### config.mk
export PLATFORM = sky130hd
export DESIGN_NAME = radix_digit_string_converter_top_flat
export DESIGN_NICKNAME = d
export VERILOG_FILES = /design/src/rtl/rdsc_pkg.sv /design/src/rtl/rdsc_if.sv /design/src/rtl/rdsc_ram.sv /design/src/rtl/rdsc_ctrl.sv /design/src/rtl/rdsc_dp.sv /design/src/rtl/radix_digit_string_converter_top.sv /design/src/flat_wrapper.sv
export SDC_FILE = /design/constraint.sdc
export NUM_CORES = 1
export LEC_CHECK = 0
export BUFFER_PORTS_ARGS = -buffer_cell sky130_fd_sc_hd__buf_2
export CAP_MARGIN = 20
export CORE_MARGIN = 2
export CORE_UTILIZATION = 55
export DETAILED_ROUTE_END_ITERATION = 7
export GPL_TIMING_DRIVEN = 0
export PLACE_DENSITY_LB_ADDON = 0.08
export SLEW_MARGIN = 0
export SYNTH_ARGS = -nofsm -noshare
export SYNTH_HDL_FRONTEND = slang
export SYNTH_SLANG_ARGS = --single-unit
### constraint.sdc
create_clock -name clk -period 24.4 [get_ports clk]
set_input_delay 2.44 -clock clk [delete_from_list [all_inputs] [get_ports clk]]
set_output_delay 2.44 -clock clk [all_outputs]
set_load 0.02 [all_outputs]
### src/rtl/rdsc_pkg.sv
// Shared types, constants and a helper function of the radix digit string converter.
package rdsc_pkg;

    localparam int VALUE_PORT_W = 64;
    localparam int CHAR_W       = 7;
    localparam int RADIX_W      = 5;
    localparam int DIGIT_W      = 8;
    localparam int REM_W        = 4;
    localparam int DIV_BITS     = 8;

    localparam logic [RADIX_W-1:0] RADIX_RESET = 5'd10;
    localparam logic [RADIX_W-1:0] RADIX_MIN   = 5'd2;
    localparam logic [RADIX_W-1:0] RADIX_MAX   = 5'd16;

    localparam logic [CHAR_W-1:0] ASCII_ZERO        = 7'd48;
    localparam logic [CHAR_W-1:0] ASCII_LETTER_BASE = 7'd87;
    localparam logic [REM_W-1:0]  FIRST_LETTER      = 4'd10;

    typedef struct packed {
        logic load;
        logic div;
        logic store;
        logic rd;
        logic load_out;
    } ctrl_cmd_t;

    typedef struct packed {
        logic q_zero;
        logic n_last;
        logic idx_zero;
        logic out_free;
    } ctrl_sts_t;

    function automatic logic [CHAR_W-1:0] digit_to_ascii(input logic [REM_W-1:0] d);
        logic [CHAR_W-1:0] d_ext;
        d_ext = CHAR_W'(d);
        if (d < FIRST_LETTER)
        begin
            return d_ext + ASCII_ZERO;
        end
        return d_ext + ASCII_LETTER_BASE;
    endfunction

endpackage

### src/rtl/rdsc_if.sv
// Handshake channel interfaces for number items, character items and the radix register.
interface rdsc_num_if;
    logic                             valid;
    logic                             ready;
    logic [rdsc_pkg::VALUE_PORT_W-1:0] value;

    modport source (output valid, output value, input ready);
    modport sink (input valid, input value, output ready);
endinterface

interface rdsc_txt_if;
    logic                        valid;
    logic                        ready;
    logic [rdsc_pkg::CHAR_W-1:0] digit_char;
    logic                        last_char;

    modport source (output valid, output digit_char, output last_char, input ready);
    modport sink (input valid, input digit_char, input last_char, output ready);
endinterface

interface rdsc_cfg_if;
    logic                         valid;
    logic                         ready;
    logic [rdsc_pkg::RADIX_W-1:0] data;

    modport source (output valid, output data, input ready);
    modport sink (input valid, input data, output ready);
endinterface

### src/rtl/rdsc_ram.sv
// Generic single-port-write, registered-read RAM.
module rdsc_ram #(
    parameter int WIDTH = 8,
    parameter int DEPTH = 64
) (
    input  logic                     clk,
    input  logic                     we,
    input  logic [$clog2(DEPTH)-1:0] waddr,
    input  logic [WIDTH-1:0]         wdata,
    input  logic                     re,
    input  logic [$clog2(DEPTH)-1:0] raddr,
    output logic [WIDTH-1:0]         rdata
);

    logic [WIDTH-1:0] mem [DEPTH];
    logic [WIDTH-1:0] rdata_reg;

    always_ff @(posedge clk)
    begin
        if (we)
        begin
            mem[waddr] <= wdata;
        end
        if (re)
        begin
            rdata_reg <= mem[raddr];
        end
    end

    assign rdata = rdata_reg;

endmodule

### src/rtl/rdsc_ctrl.sv
// Controller state machine sequencing division, digit storage and character output.
module rdsc_ctrl #(
    parameter int DIV_CYC = 8
) (
    input  logic                clk,
    input  logic                rst_n,
    input  logic                num_valid,
    output logic                num_ready,
    input  rdsc_pkg::ctrl_sts_t sts,
    output rdsc_pkg::ctrl_cmd_t cmd
);
    import rdsc_pkg::*;

    localparam int CNT_W = $clog2(DIV_CYC + 1);

    typedef enum logic [4:0] {
        S_IDLE  = 5'b00001,
        S_DIV   = 5'b00010,
        S_STORE = 5'b00100,
        S_RD    = 5'b01000,
        S_LOAD  = 5'b10000
    } state_t;

    state_t           state_reg, state_next;
    logic [CNT_W-1:0] step_reg, step_next;

    always_comb
    begin
        state_next = state_reg;
        step_next  = step_reg;
        cmd        = '0;
        num_ready  = 1'b0;
        case (state_reg)
            S_IDLE:
            begin
                num_ready = 1'b1;
                if (num_valid)
                begin
                    cmd.load   = 1'b1;
                    step_next  = '0;
                    state_next = S_DIV;
                end
            end
            S_DIV:
            begin
                cmd.div   = 1'b1;
                step_next = step_reg + 1'b1;
                if (step_reg == CNT_W'(DIV_CYC - 1))
                begin
                    state_next = S_STORE;
                end
            end
            S_STORE:
            begin
                cmd.store = 1'b1;
                step_next = '0;
                if (sts.q_zero || sts.n_last)
                begin
                    state_next = S_RD;
                end
                else
                begin
                    state_next = S_DIV;
                end
            end
            S_RD:
            begin
                cmd.rd     = 1'b1;
                state_next = S_LOAD;
            end
            S_LOAD:
            begin
                if (sts.out_free)
                begin
                    cmd.load_out = 1'b1;
                    state_next   = sts.idx_zero ? S_IDLE : S_RD;
                end
            end
            default:
            begin
                state_next = S_IDLE;
            end
        endcase
    end

    always_ff @(posedge clk or negedge rst_n)
    begin
        if (!rst_n)
        begin
            state_reg <= S_IDLE;
            step_reg  <= '0;
        end
        else
        begin
            state_reg <= state_next;
            step_reg  <= step_next;
        end
    end

endmodule

### src/rtl/rdsc_dp.sv
// Datapath: radix register, digit-serial divider, digit store and output register.
module rdsc_dp #(
    parameter int VALUE_WIDTH = 64,
    parameter int MAX_DIGITS  = 64
) (
    input  logic                                clk,
    input  logic                                rst_n,
    rdsc_cfg_if.sink                            cfg,
    input  logic [rdsc_pkg::VALUE_PORT_W-1:0]   num_value,
    rdsc_txt_if.source                          txt,
    input  rdsc_pkg::ctrl_cmd_t                 cmd,
    output rdsc_pkg::ctrl_sts_t                 sts
);
    import rdsc_pkg::*;

    localparam int DIV_CYC = (VALUE_WIDTH + DIV_BITS - 1) / DIV_BITS;
    localparam int WW      = DIV_CYC * DIV_BITS;
    localparam int N_W     = $clog2(MAX_DIGITS + 1);
    localparam int IDX_W   = $clog2(MAX_DIGITS);

    logic [RADIX_W-1:0] radix_reg;
    logic [RADIX_W-1:0] eff_radix;
    logic [WW-1:0]      w_reg, w_next;
    logic [REM_W-1:0]   rem_reg, rem_next;
    logic [N_W-1:0]     n_reg, n_next;
    logic [IDX_W-1:0]   idx_reg, idx_next;
    logic               out_valid_reg, out_valid_next;
    logic [CHAR_W-1:0]  char_reg;
    logic               last_reg;
    logic [REM_W-1:0]   div_rem;
    logic [DIV_BITS-1:0] div_qbits;
    logic [DIGIT_W-1:0] rd_digit;

    assign cfg.ready = 1'b1;

    always_ff @(posedge clk or negedge rst_n)
    begin
        if (!rst_n)
        begin
            radix_reg <= RADIX_RESET;
        end
        else if (cfg.valid)
        begin
            radix_reg <= cfg.data;
        end
    end

    always_comb
    begin
        if (radix_reg < RADIX_MIN)
        begin
            eff_radix = RADIX_MIN;
        end
        else if (radix_reg > RADIX_MAX)
        begin
            eff_radix = RADIX_MAX;
        end
        else
        begin
            eff_radix = radix_reg;
        end
    end

    // Long division of the top DIV_BITS dividend bits per cycle; the quotient bits
    // shift in at the bottom so that once every dividend bit has been shifted through, w_reg holds the quotient.
    always_comb
    begin
        logic [REM_W-1:0]   rem_v;
        logic [RADIX_W-1:0] t_v;
        rem_v     = rem_reg;
        div_qbits = '0;
        for (int i = 0; i < DIV_BITS; i++)
        begin
            t_v = {rem_v, w_reg[WW-1-i]};
            if (t_v >= eff_radix)
            begin
                t_v                     = t_v - eff_radix;
                div_qbits[DIV_BITS-1-i] = 1'b1;
            end
            rem_v = t_v[REM_W-1:0];
        end
        div_rem = rem_v;
    end

    always_comb
    begin
        w_next   = w_reg;
        rem_next = rem_reg;
        n_next   = n_reg;
        idx_next = idx_reg;
        if (cmd.load)
        begin
            w_next   = WW'(num_value[VALUE_WIDTH-1:0]);
            rem_next = '0;
            n_next   = '0;
        end
        if (cmd.div)
        begin
            w_next   = {w_reg[WW-DIV_BITS-1:0], div_qbits};
            rem_next = div_rem;
        end
        if (cmd.store)
        begin
            rem_next = '0;
            n_next   = n_reg + 1'b1;
            idx_next = n_reg[IDX_W-1:0];
        end
        if (cmd.load_out && idx_reg != '0)
        begin
            idx_next = idx_reg - 1'b1;
        end
    end

    always_ff @(posedge clk)
    begin
        w_reg    <= w_next;
        rem_reg  <= rem_next;
        idx_reg  <= idx_next;
        if (cmd.load_out)
        begin
            char_reg <= digit_to_ascii(rd_digit[REM_W-1:0]);
            last_reg <= (idx_reg == '0);
        end
    end

    always_ff @(posedge clk or negedge rst_n)
    begin
        if (!rst_n)
        begin
            n_reg         <= '0;
            out_valid_reg <= 1'b0;
        end
        else
        begin
            n_reg         <= n_next;
            out_valid_reg <= out_valid_next;
        end
    end

    always_comb
    begin
        out_valid_next = out_valid_reg;
        if (cmd.load_out)
        begin
            out_valid_next = 1'b1;
        end
        else if (txt.ready)
        begin
            out_valid_next = 1'b0;
        end
    end

    rdsc_ram #(
        .WIDTH (DIGIT_W),
        .DEPTH (MAX_DIGITS)
    ) u_digit_store (
        .clk   (clk),
        .we    (cmd.store),
        .waddr (n_reg[IDX_W-1:0]),
        .wdata (DIGIT_W'(rem_reg)),
        .re    (cmd.rd),
        .raddr (idx_reg),
        .rdata (rd_digit)
    );

    assign sts.q_zero   = (w_reg == '0);
    assign sts.n_last   = (n_reg == N_W'(MAX_DIGITS - 1));
    assign sts.idx_zero = (idx_reg == '0);
    assign sts.out_free = !out_valid_reg || txt.ready;

    assign txt.valid      = out_valid_reg;
    assign txt.digit_char = char_reg;
    assign txt.last_char  = last_reg;

endmodule

### src/rtl/radix_digit_string_converter_top.sv
// Digits are formed first by division passes, each followed by a store, then characters go out most significant first.
// The divider retires 8 quotient bits per cycle.
// One number is in work at a time; the next is accepted once the last character is loaded.
// Reset clears the controller, digit count, output valid and sets the radix to ten.
// The digit store is not cleared; every entry is written before it is read.
module radix_digit_string_converter_top #(
    parameter int VALUE_WIDTH = 64,
    parameter int MAX_DIGITS  = 64
) (
    input  logic       clk,
    input  logic       rst_n,
    rdsc_cfg_if.sink   cfg,
    rdsc_num_if.sink   num,
    rdsc_txt_if.source txt
);
    import rdsc_pkg::*;

    localparam int DIV_CYC = (VALUE_WIDTH + DIV_BITS - 1) / DIV_BITS;

    ctrl_cmd_t cmd;
    ctrl_sts_t sts;

    rdsc_ctrl #(
        .DIV_CYC (DIV_CYC)
    ) u_ctrl (
        .clk       (clk),
        .rst_n     (rst_n),
        .num_valid (num.valid),
        .num_ready (num.ready),
        .sts       (sts),
        .cmd       (cmd)
    );

    rdsc_dp #(
        .VALUE_WIDTH (VALUE_WIDTH),
        .MAX_DIGITS  (MAX_DIGITS)
    ) u_dp (
        .clk       (clk),
        .rst_n     (rst_n),
        .cfg       (cfg),
        .num_value (num.value),
        .txt       (txt),
        .cmd       (cmd),
        .sts       (sts)
    );

    // A new number is never taken on the cycle right after one was taken.
    assert property (@(posedge clk) disable iff (!rst_n)
        num.valid && num.ready |=> !num.ready)
        else $error("input accepted while a number is in work");

    // The output register is only reloaded when it is empty or being drained.
    assert property (@(posedge clk) disable iff (!rst_n)
        cmd.load_out |-> sts.out_free)
        else $error("output character overwritten before it was taken");

    // Loading a number always starts a division pass.
    assert property (@(posedge clk) disable iff (!rst_n)
        cmd.load |=> cmd.div)
        else $error("division did not start after load");

endmodule
### src/flat_wrapper.sv
// flat-port wrapper written by rule: the top's interface ports become plain ports
module radix_digit_string_converter_top_flat import rdsc_pkg::*;
#(
    parameter int VALUE_WIDTH = 64,
    parameter int MAX_DIGITS  = 64
)
  (clk, rst_n, cfg_valid, cfg_data, cfg_ready, num_valid, num_value, num_ready, txt_valid, txt_digit_char, txt_last_char, txt_ready);
  rdsc_cfg_if cfg_i ();
  rdsc_num_if num_i ();
  rdsc_txt_if txt_i ();
  input  logic clk;
  input  logic rst_n;
  input wire logic [$bits(cfg_i.valid)-1:0] cfg_valid;
  input wire logic [$bits(cfg_i.data)-1:0] cfg_data;
  output wire logic [$bits(cfg_i.ready)-1:0] cfg_ready;
  input wire logic [$bits(num_i.valid)-1:0] num_valid;
  input wire logic [$bits(num_i.value)-1:0] num_value;
  output wire logic [$bits(num_i.ready)-1:0] num_ready;
  output wire logic [$bits(txt_i.valid)-1:0] txt_valid;
  output wire logic [$bits(txt_i.digit_char)-1:0] txt_digit_char;
  output wire logic [$bits(txt_i.last_char)-1:0] txt_last_char;
  input wire logic [$bits(txt_i.ready)-1:0] txt_ready;
  assign cfg_i.valid = cfg_valid;
  assign cfg_i.data = cfg_data;
  assign cfg_ready = cfg_i.ready;
  assign num_i.valid = num_valid;
  assign num_i.value = num_value;
  assign num_ready = num_i.ready;
  assign txt_valid = txt_i.valid;
  assign txt_digit_char = txt_i.digit_char;
  assign txt_last_char = txt_i.last_char;
  assign txt_i.ready = txt_ready;
  radix_digit_string_converter_top #(.VALUE_WIDTH(VALUE_WIDTH), .MAX_DIGITS(MAX_DIGITS)) u_core (.clk(clk), .rst_n(rst_n), .cfg(cfg_i), .num(num_i), .txt(txt_i));
endmodule
# Word-level counts from Yosys, hierarchy flattened
# Memories as Yosys holds them, arrays and structs flattened. A register that Yosys moved wholly into a read port is not among the register bits.
# Cells that the tools add are included.
# Widths: inputs -> output; s select.
# op_classes
n_addsub	13
order_cmp	11
n_eq_ne	10
n_mux	50
reduce_logical	14
# op_table
op	n
$mux 64	2
$logic_not 64->1	1
$mux 4	13
$ge 5x5->1	8
$sub 4x4->4	8
$mux 7	4
$mux 5	5
$pmux 5 s5	1
$mux 1	22
$mux 6	2
$pmux 4 s3	1
$reduce_bool 2->1	4
$add 4x6->7 const B	1
$add 4x7->7 const B	1
$add 7x1->7 const B	1
$eq 7x6->1 const B	1
$logic_not 6->1	1
$reduce_bool 6->1	1
$sub 6x1->6 const B	1
$eq 5x1->1 const B	1
$eq 5x2->1 const B	1
$eq 5x3->1 const B	1
$eq 5x4->1 const B	1
$eq 5x5->1 const B	1
other kinds (13)	15
# word_totals
regBits	104
ram_bits	256
input_bits	74
memories	1
# mem_list
name	words	width	read_ports	rd_clocked_by_memory_dff	wr	line	text
u_core.u_dp.u_digit_store.mem	64	4	1	1	1	rdsc_ram.sv:15	logic [WIDTH-1:0] mem [DEPTH];

# Longest topological paths before layout
# Gate-level depths: netlist of run 1.
# depth
depth_word	20
ltp_mapped	49

# By module
# From an unflattened synthesis of run 1, not the netlist that was laid out.
# hier_totals
cells_unflattened	1517
hier_area_um2	26884.5
# by_module_without_submodules
module	n_inst	cells_per_inst	area_each_um2	seq_area_each_um2
rdsc_ram	1	940	20246.9	15615.0
rdsc_dp	1	517	6060.8	2750.1
rdsc_ctrl	1	60	576.8	226.5

# Worst setup path before layout of run 1
# No wires, ideal clock.
# synth_timing
path_kind	reg-to-reg
from	register u_core.u_dp.radix_reg[3]
to	register u_core.u_dp.rem_reg[2]
setup_time_ps	69
t_arrival_ps	10917
required_ps	24331
setup_slack_ps	13414
stages_incl_launch_ff	45
path_buffers	0
path_cell_list	dfstp_2 > nor2_1 > o21ai_0 > ha_1 > a21o_1 > a31oi_2 > o21ai_2 > mux2_4 > ha_1 > a21oi_1 > o21ai_1 > a31oi_2 > mux2_2 > ha_1 > a21o_1 > a31oi_1 > mux2_2 > ha_1 > [9 not listed] > mux2_2 > ha_1 > a21o_1 > a31o_2 > o31ai_1 > ha_1 > a21o_1 > a31oi_1 > o21ai_2 > nor2_1 > a21oi_1 > ha_1 > a21o_1 > a31oi_1 > o21ai_1 > or3b_2 > o311a_1 > o21ai_1
# synth_via
elab_chain_cells	20
word_cells_on_any_way	29
cone_classes	add/sub: 8; order compare: 10; mux: 11
# synth_lines
item	line	text
from (decl)	rdsc_dp.sv:21	logic [RADIX_W-1:0] radix_reg;
from (signal assigned)	rdsc_dp.sv:44	radix_reg <= cfg.data;
$gt 5x5->1	rdsc_dp.sv:54	else if (radix_reg > RADIX_MAX)
$mux 5	rdsc_dp.sv:54	
$mux 5 (*)	rdsc_dp.sv:50	if (radix_reg < RADIX_MIN)
$sub 4x4->4 / $ge 5x5->1 (equally long branches)	rdsc_dp.sv:77, rdsc_dp.sv:75	
$mux 4	rdsc_dp.sv:75	if (t_v >= eff_radix)
$sub 4x4->4 / $ge 5x5->1 (equally long branches)	rdsc_dp.sv:77, rdsc_dp.sv:75	
$mux 4	rdsc_dp.sv:75	
$sub 4x4->4 / $ge 5x5->1 (equally long branches)	rdsc_dp.sv:77, rdsc_dp.sv:75	
[4 not listed]	-	
$mux 4	rdsc_dp.sv:75	
$sub 4x4->4 / $ge 5x5->1 (equally long branches)	rdsc_dp.sv:77, rdsc_dp.sv:75	
$mux 4	rdsc_dp.sv:75	
$ge 5x5->1 / $sub 4x4->4 (equally long branches)	rdsc_dp.sv:75, rdsc_dp.sv:77	
$mux 4	rdsc_dp.sv:75	
$sub 4x4->4 / $ge 5x5->1 (equally long branches)	rdsc_dp.sv:77, rdsc_dp.sv:75	
$mux 4 (*)	rdsc_dp.sv:75	
$mux 4 (*)	rdsc_dp.sv:97	if (cmd.div)
to (signal assigned)	rdsc_dp.sv:117	rem_reg <= rem_next;
to (decl)	rdsc_dp.sv:24	logic [REM_W-1:0] rem_reg, rem_next;
# Mark *: on every way between the ends. The rest lies on a longest branch, timed or not.
# A chain may end at the register's enable or synchronous reset.

# Worst setup path after layout of run 1
# layout_timing
from	register u_core.u_dp.radix_reg[4]
to	register u_core.u_dp.rem_reg[2]
# Same word-level chain as after synthesis.

==> summary.md, run 1 <==
| Metric | Value |
|---|---|
| Status | `finished, final reports clean` |
| Area leader, netlist | `edfxtp_1` |
| Die area | `approximately 32000 sq um` |
| Fmax | `about 82 MHz` |
| Row count | `64` |
| Initial antenna violation count | `1` |
| Max clock buf depth | `3` |
| Largest net degree at the start of global routing | `67` |
| Top cells by area, synth | `edfxtp_1 (60%), mux4_2 (6.9%), nand2_1 (5.5%), ha_1 (3.3%), dfrtp_1 (2.8%)` |
| Setup CP Type | `flop to flop` |
| CP Launch Type | `flop` |
| CP most frequent cell | `ha_1` |
| Sink Count | `roughly 360` |
| Final ANT Viol Nets | `0` |
| Mean Syn Cell Area | `about 13 sq um` |
| Starting Density | `55.6%` |
| Slowest stage cell, crit path | `a31oi_1` |
| Final min period | `12170 ps` |
| Final period util | `roughly half` |
| Setup violators final | `0` |
| CTS tree | `yes` |
| CTS Root Cell | `clkbuf_16` |
| Layout cells sized above 1 | `18.8%` |
| Critical Path RT | `between 20000 and 25000 ps` |
| Clock-pin slew of the registers on the worst-case setup and hold paths | `60 ps` |
| Max reg flops | `256` |
| Slowest Stage Delay on Critical Path | `slightly above 600 ps` |
| Post-Syn Area | `approximately 17000 sq um` |
| GP Congestion | `approximately 0.86` |
| Die width | `approximately 180 microns` |
| Num CTS Buffers | `38` |
| Register area | `10800 sq um` |
| Maxcap violations | `0` |
| ANT cells | `0` |
| Count of final hold-check violations | `0` |
| YS warnings | `0` |
| Worst-Margin Slew | `854 ps` |
| Crit-path max FO | `13` |
| Number of remaining DRC errors | `0` |
| Clock latency on the worst-skew pair | `520 ps` |
| DP HPWL | `27100 microns` |
| Via-to-Cell Ratio | `5.90` |
| GRT overflow | `0` |
| Synth Register Bits | `~360` |
| Boundary pin count | `85` |
| Worst hold-check path type | `flop to flop` |
| Core area | `around 30000 sq um` |
| GRT Total Usage | `around a quarter` |
| Detailed Route Iter0 Violations | `approximately 1100` |
| RSZ-0062 raised after global routing | `no` |
| Area growth from synthesis to layout | `13.3%` |
| Critical Path Sink Type | `flop` |
| Slew headroom | `roughly 43%` |
| Top_reg_cell synth | `edfxtp_1` |
| Post-Synthesis Cells | `1252` |
| Sum Neg Setup Slack | `0 ps` |
| Routed via count | `about 11000` |
| Filler cell count | `about 2400` |
| Die Y | `179 microns` |
| Post-CTS Setup Repair Bufs | `0` |
| CTS Hold Buffers Added | `0` |
| Synth async-reset ratio | `6.04%` |
| PostCTS Resize Cnt | `0` |
| Vias in the first global route | `10500` |
| Post-synth EDFFs | `338` |
| Detailed Route WL | `~40000 microns` |
| # nets final | `between 1500 and 2000` |
| Post-Route Skew | `about 13 ps` |
| CP Data Arrival Time | `12620 ps` |
| Routed length per instance | `21.8 microns` |
| Register area share after synthesis | `a little under two thirds` |
| Multi-input logic area | `roughly 5700 sq um` |
| H-Tree Depth | `2` |
| Area share of the largest cell type after synthesis | `60.2%` |
| TritonRoute pass-1 iters | `6` |
| First-pass GRT wire length | `approximately 60000 microns` |
| Yosys cell types | `74` |
| IO Port Bufs | `83` |
| Fin. max-slew vios | `0` |
==> worst max-delay path, delay by kind of cell, from the launching register on <==
kind	cells	cell delay (ps)
buffers and inverters	1	350
and+or+nand+nor	10	2350
muxes	3	1090
adders and majority gates	8	2770
AOI/OAI and AO/OA	23	5150
DFF	1	370
==> cell families after synthesis <==
group / after synthesis / synth area share, %
AND/OR/NAND/NOR: 466 / 12.2
flip-flops: 364 / 64.0
AO/OA/AOI/OAI: 164 / 6.35
multiplexers: 98 / 9.87
buffers and inverters: 82 / 2.10
adder cells (fa/ha/maj): 53 / 4.29
XOR/XNOR: 24 / 1.25
other: 1 / 0.0222
==> stage by stage <==
step | area, sq um | util, % | cells | setup WS (ps) | hold slack, ps
after global routing | 19100 | 63.0 | 1806 | 11230 | 513
after global placement | 17800 | 58.6 | 1732 | 11380 | 464
after floorplan | 16900 | - | 1253 | 13410 | 445
after CTS | 19100 | 63.0 | 1805 | 12160 | 487
after detailed placement | 17900 | 58.9 | 1737 | 12230 | 473
final | 19100 | 63.0 | 1806 | 12230 | 493
==> metal layers <==
layer | up-vias | routed length, microns | GRT usage, %
met5 | - | 11 | 0
met4 | 2 | 1230 | 7.86
met3 | 83 | 2380 | 4.30
met2 | 392 | 19500 | 42.5
met1 | 5221 | 16300 | 33.3
li1 | 4963 | - | -
==> cells in the mapped netlist (all sizes together) (19+ instances only) <==
master and number:
edfxtp 338, nand2 245, nor2 105, mux4 52
ha 45, o21ai 37, a21oi 35, inv 33
mux2i 29, nand3 27, buf 26, clkbuf 23
dfrtp 19
==> layout make-up <==
class,count,share of cell area [%]
Clock inverter,26,1.26
Inverter,33,0.648
Tap cell,396,2.59
Timing Repair Buffer,89,2.68
Sequential cell,364,56.4
Buffer,49,1.20
Clock buffer,42,5.16
Multi-Input combinational cell,807,30.0
==> worst paths after layout <==
check / start / endpoint / slack, ps / cells past startpoint
worst max register to register: u_core.u_dp.radix_reg[4] / u_core.u_dp.rem_reg[2] / 12230 / 45
worst min-delay path: u_core.u_dp.n_reg[6] / u_core.u_dp.n_reg[6] / 490 / 1
max in group asynchronous: rst_n / u_core.u_ctrl.state_reg[4] / 22110 / 1
worst max-delay path: u_core.u_dp.radix_reg[4] / u_core.u_dp.rem_reg[2] / 12230 / 45
min in group asynchronous: rst_n / u_core.u_dp.radix_reg[2] / 1910 / 1
worst min register to register: u_core.u_dp.n_reg[6] / u_core.u_dp.n_reg[6] / 490 / 1
==> layout by cell type, fill, tap and decap left out, types with 5 or more instances in the layout <==
cell type / Yosys / final
a21oi_1: 34 / 34
mux2_2: 13 / 13
edfxtp_1: 338 / 338
nand4_1: 10 / 10
a22oi_1: 6 / 6
clkbuf_16: 0 / 39
xnor2_1: 17 / 17
nand2b_1: 11 / 11
fa_1: 8 / 8
dfrtp_1: 19 / 19
o21ai_0: 22 / 21
buf_2: 16 / 100
nor3_1: 6 / 6
buf_4: 5 / 5
o22ai_1: 13 / 13
clkinv_2: 0 / 11
a31oi_1: 14 / 14
inv_1: 32 / 32
mux4_2: 52 / 52
xor2_1: 7 / 7
o31ai_1: 6 / 6
ha_1: 45 / 45
o21ai_1: 13 / 14
and3_1: 5 / 5
a21o_1: 17 / 17
clkbuf_1: 23 / 26
nor2_1: 105 / 105
nor2b_1: 10 / 10
nor4_1: 17 / 17
clkinv_1: 0 / 6
nand3_1: 27 / 27
o211ai_1: 7 / 7
mux2i_1: 29 / 29
nand2_1: 245 / 244
Power of run 1 is not shown: default switching activity piles up to over one toggle a cycle in this logic, so the estimate is an artifact.
==> run 2: changes to the inputs <==
==> constraint.sdc (replaced) <==
create_clock -name clk -period 9.8 [get_ports clk]
set_input_delay 0.98 -clock clk [delete_from_list [all_inputs] [get_ports clk]]
set_output_delay 0.98 -clock clk [all_outputs]
set_load 0.02 [all_outputs]
==> run 2 against run 1 <==
Effect of this change:
- the run now ends with setup timing left
- non-clock buffer count up 51
- first-iteration DRC count down 15%
- utilization up 4.0 points
- setup slack worse by 12000 ps
- fmax up 24%
- worst hold slack worse by 12 ps
- critical path type unchanged
- critical endpoint is now u_core.u_dp.rem_reg[3]
- largest cell class unchanged
==> summary.md, run 2 (synthesized netlist as in run 1, its figures left out) <==
| Metric | Value |
|---|---|
| Status | `finished with violations (was finished, final reports clean)` |
| Failing checks | `setup timing` |
| Commonest cells after routing, fill and taps aside | `edfxtp_1 (338), nand2_1 (236), nor2_1 (101), buf_2 (100), mux4_2 (52) (was edfxtp_1 (338), nand2_1 (244), nor2_1 (105), buf_2 (100), mux4_2 (52))` |
| IO Port Bufs | `83 (unchanged)` |
| Worst-Margin Slew | `875 ps (was 854 ps)` |
| Post-Route Skew | `20.0 ps (was 12.6 ps)` |
| Clock-pin slew of the registers on the worst-case setup and hold paths | `60 ps (about the same)` |
| Boundary pin count | `85 (unchanged)` |
| Via-to-Cell Ratio | `5.94 (was 5.90)` |
| Setup CP Type | `flop to flop (unchanged)` |
| CP Launch Type | `flop (unchanged)` |
| Grt peak-use layer | `met2 (unchanged)` |
| Grt met2 use | `43.8% (was 42.5%)` |
| Number of remaining DRC errors | `0 (unchanged)` |
| Initial antenna violation count | `1 (unchanged)` |
| Maxcap violations | `0 (unchanged)` |
| Most common cell after layout, fill and taps aside | `edfxtp_1 (unchanged)` |
| Max clock buf depth | `3 (unchanged)` |
| Die Y | `179 microns (unchanged)` |
| Routed via count | `11100 (was 10700)` |
| CTS tree | `yes (unchanged)` |
| Crit-path max FO | `8 (was 13)` |
| Largest net degree at the start of global routing | `67 (unchanged)` |
| Die width | `179 microns (unchanged)` |
| GR Layer Usage met1 | `34.7% (was 33.3%)` |
| Routed length per instance | `22.8 microns (was 21.8 microns)` |
| Core area | `30300 sq um (unchanged)` |
| Starting Density | `55.6% (unchanged)` |
| Final period util | `100% (was 49.9%)` |
| Filler cell count | `2156 (was 2351)` |
| Critical Path RT | `10220 ps (was 24850 ps)` |
| Detailed Route Iter0 Violations | `957 (was 1132)` |
| Critical Path Sink Type | `flop (unchanged)` |
| Slew headroom | `41.7% (was 43.0%)` |
| Area growth from synthesis to layout | `20.6% (was 13.3%)` |
| Sink Count | `364 (unchanged)` |
| Slowest Stage Delay on Critical Path | `410 ps (was 610 ps)` |
| Setup violators final | `1 (was 0)` |
| Clock latency on the worst-skew pair | `520 ps (about the same)` |
| Worst hold-check path type | `input pin to asynchronous set/reset pin (was flop to flop)` |
| Fin. max-slew vios | `0 (unchanged)` |
| Final min period | `9820 ps (was 12170 ps)` |
| CP Data Arrival Time | `10240 ps (was 12620 ps)` |
| Layout cells sized above 1 | `27.1% (was 18.8%)` |
| CTS Root Cell | `clkbuf_16 (unchanged)` |
| Non-Filler Instances | `1859 (was 1806)` |
| Num CTS Buffers | `38 (unchanged)` |
| Cells after DPL | `1736 (was 1737)` |
| Detailed Route WL | `42400 microns (was 39500 microns)` |
| TritonRoute pass-1 iters | `6 (unchanged)` |
| Crit path setup slack, layout | `-23.3 ps (was 12230 ps)` |
| Max reg flops | `256 (unchanged)` |
| # nets final | `1560 (was 1509)` |
| DP HPWL | `27400 microns (was 27100 microns)` |
| First-pass GRT wire length | `62300 microns (was 59700 microns)` |
| Slowest stage cell, crit path | `o311a_4 (was a31oi_1)` |
| H-Tree Depth | `2 (unchanged)` |
| RSZ-0062 raised after global routing | `yes (was no)` |
| Final ANT Viol Nets | `0 (unchanged)` |
| Row count | `64 (unchanged)` |
| Fmax | `102 MHz (was 82.2 MHz)` |
| GRT Total Usage | `26.3% (was 25.1%)` |
| Global-route track usage on met3 | `4.18% (was 4.30%)` |
| GP Congestion | `0.891 (was 0.857)` |
| Die area | `32100 sq um (unchanged)` |
| Vias in the first global route | `10800 (was 10500)` |
| Count of final hold-check violations | `0 (unchanged)` |
| GRT overflow | `0 (unchanged)` |
run 2: timing repair:
action,CTS,global route
setup buffers,23,30
hold buffers,0,0
resized for setup,57,64
setup endpoints to repair,5,5
pin swaps,26,38
run 2: final timing paths:
path	from	to	slack (ps)	cells past startpoint
min in group clk	u_core.u_dp.n_reg[6]	u_core.u_dp.n_reg[6]	490	1
min reg2reg	u_core.u_dp.n_reg[6]	u_core.u_dp.n_reg[6]	490	1
max reg2reg	u_core.u_dp.radix_reg[3]	u_core.u_dp.rem_reg[3]	-20	47
max	u_core.u_dp.radix_reg[3]	u_core.u_dp.rem_reg[3]	-20	47
min	rst_n	u_core.u_ctrl.step_reg[0]	480	1
max in group asynchronous	rst_n	u_core.u_dp.radix_reg[2]	8860	1
run 2: critical path, delay by kind of cell (launching register included):
kind | cells | cell delay [ps]
fa+ha+maj | 8 | 2260
buf+inv | 4 | 540
simple gates | 7 | 700
mux | 3 | 1000
flops | 1 | 400
compound gates | 25 | 4810
run 2: routing by layer:
metal  part of all wire [%]  wire, microns
met5                      0              0
met1                     40          17100
met4                    4.3           1810
met2                     49          20800
met3                    6.3           2680
run 2: final cells by class:
cell class | count | area, sq um | share of cell area [%]
Clock buffer | 47 | 1060 | 5.19
Timing Repair Buffer | 140 | 933 | 4.59
Buffer | 49 | 230 | 1.13
Antenna cell | 1 | 2.50 | 0.0123
Tap cell | 396 | 495 | 2.44
Clock inverter | 22 | 166 | 0.819
Inverter | 33 | 129 | 0.634
Sequential cell | 364 | 10800 | 53.1
Multi-Input combinational cell | 807 | 6520 | 32.1
run 2: stage by stage:
| stage | worst slack, ps | instance area [sq um] | hold WS [ps] | setup TNS [ps] | util [%] |
|---|---|---|---|---|---|
| 2_1_floorplan | 15.5 | 17000 | 445 | 0 | - |
| 3_3_place_gp | -1320 | 17900 | 467 | -5640 | 58.9 |
| 3_5_place_dp | -1320 | 17900 | 472 | -5660 | 59.1 |
| 4_1_cts | 11.1 | 19700 | 473 | 0 | 65.0 |
| 5_1_grt | -330 | 20300 | 499 | -1450 | 67.0 |
| 6_report | -23.3 | 20300 | 481 | -23.3 | 67.0 |
Power of run 2 is left out for the same reason.
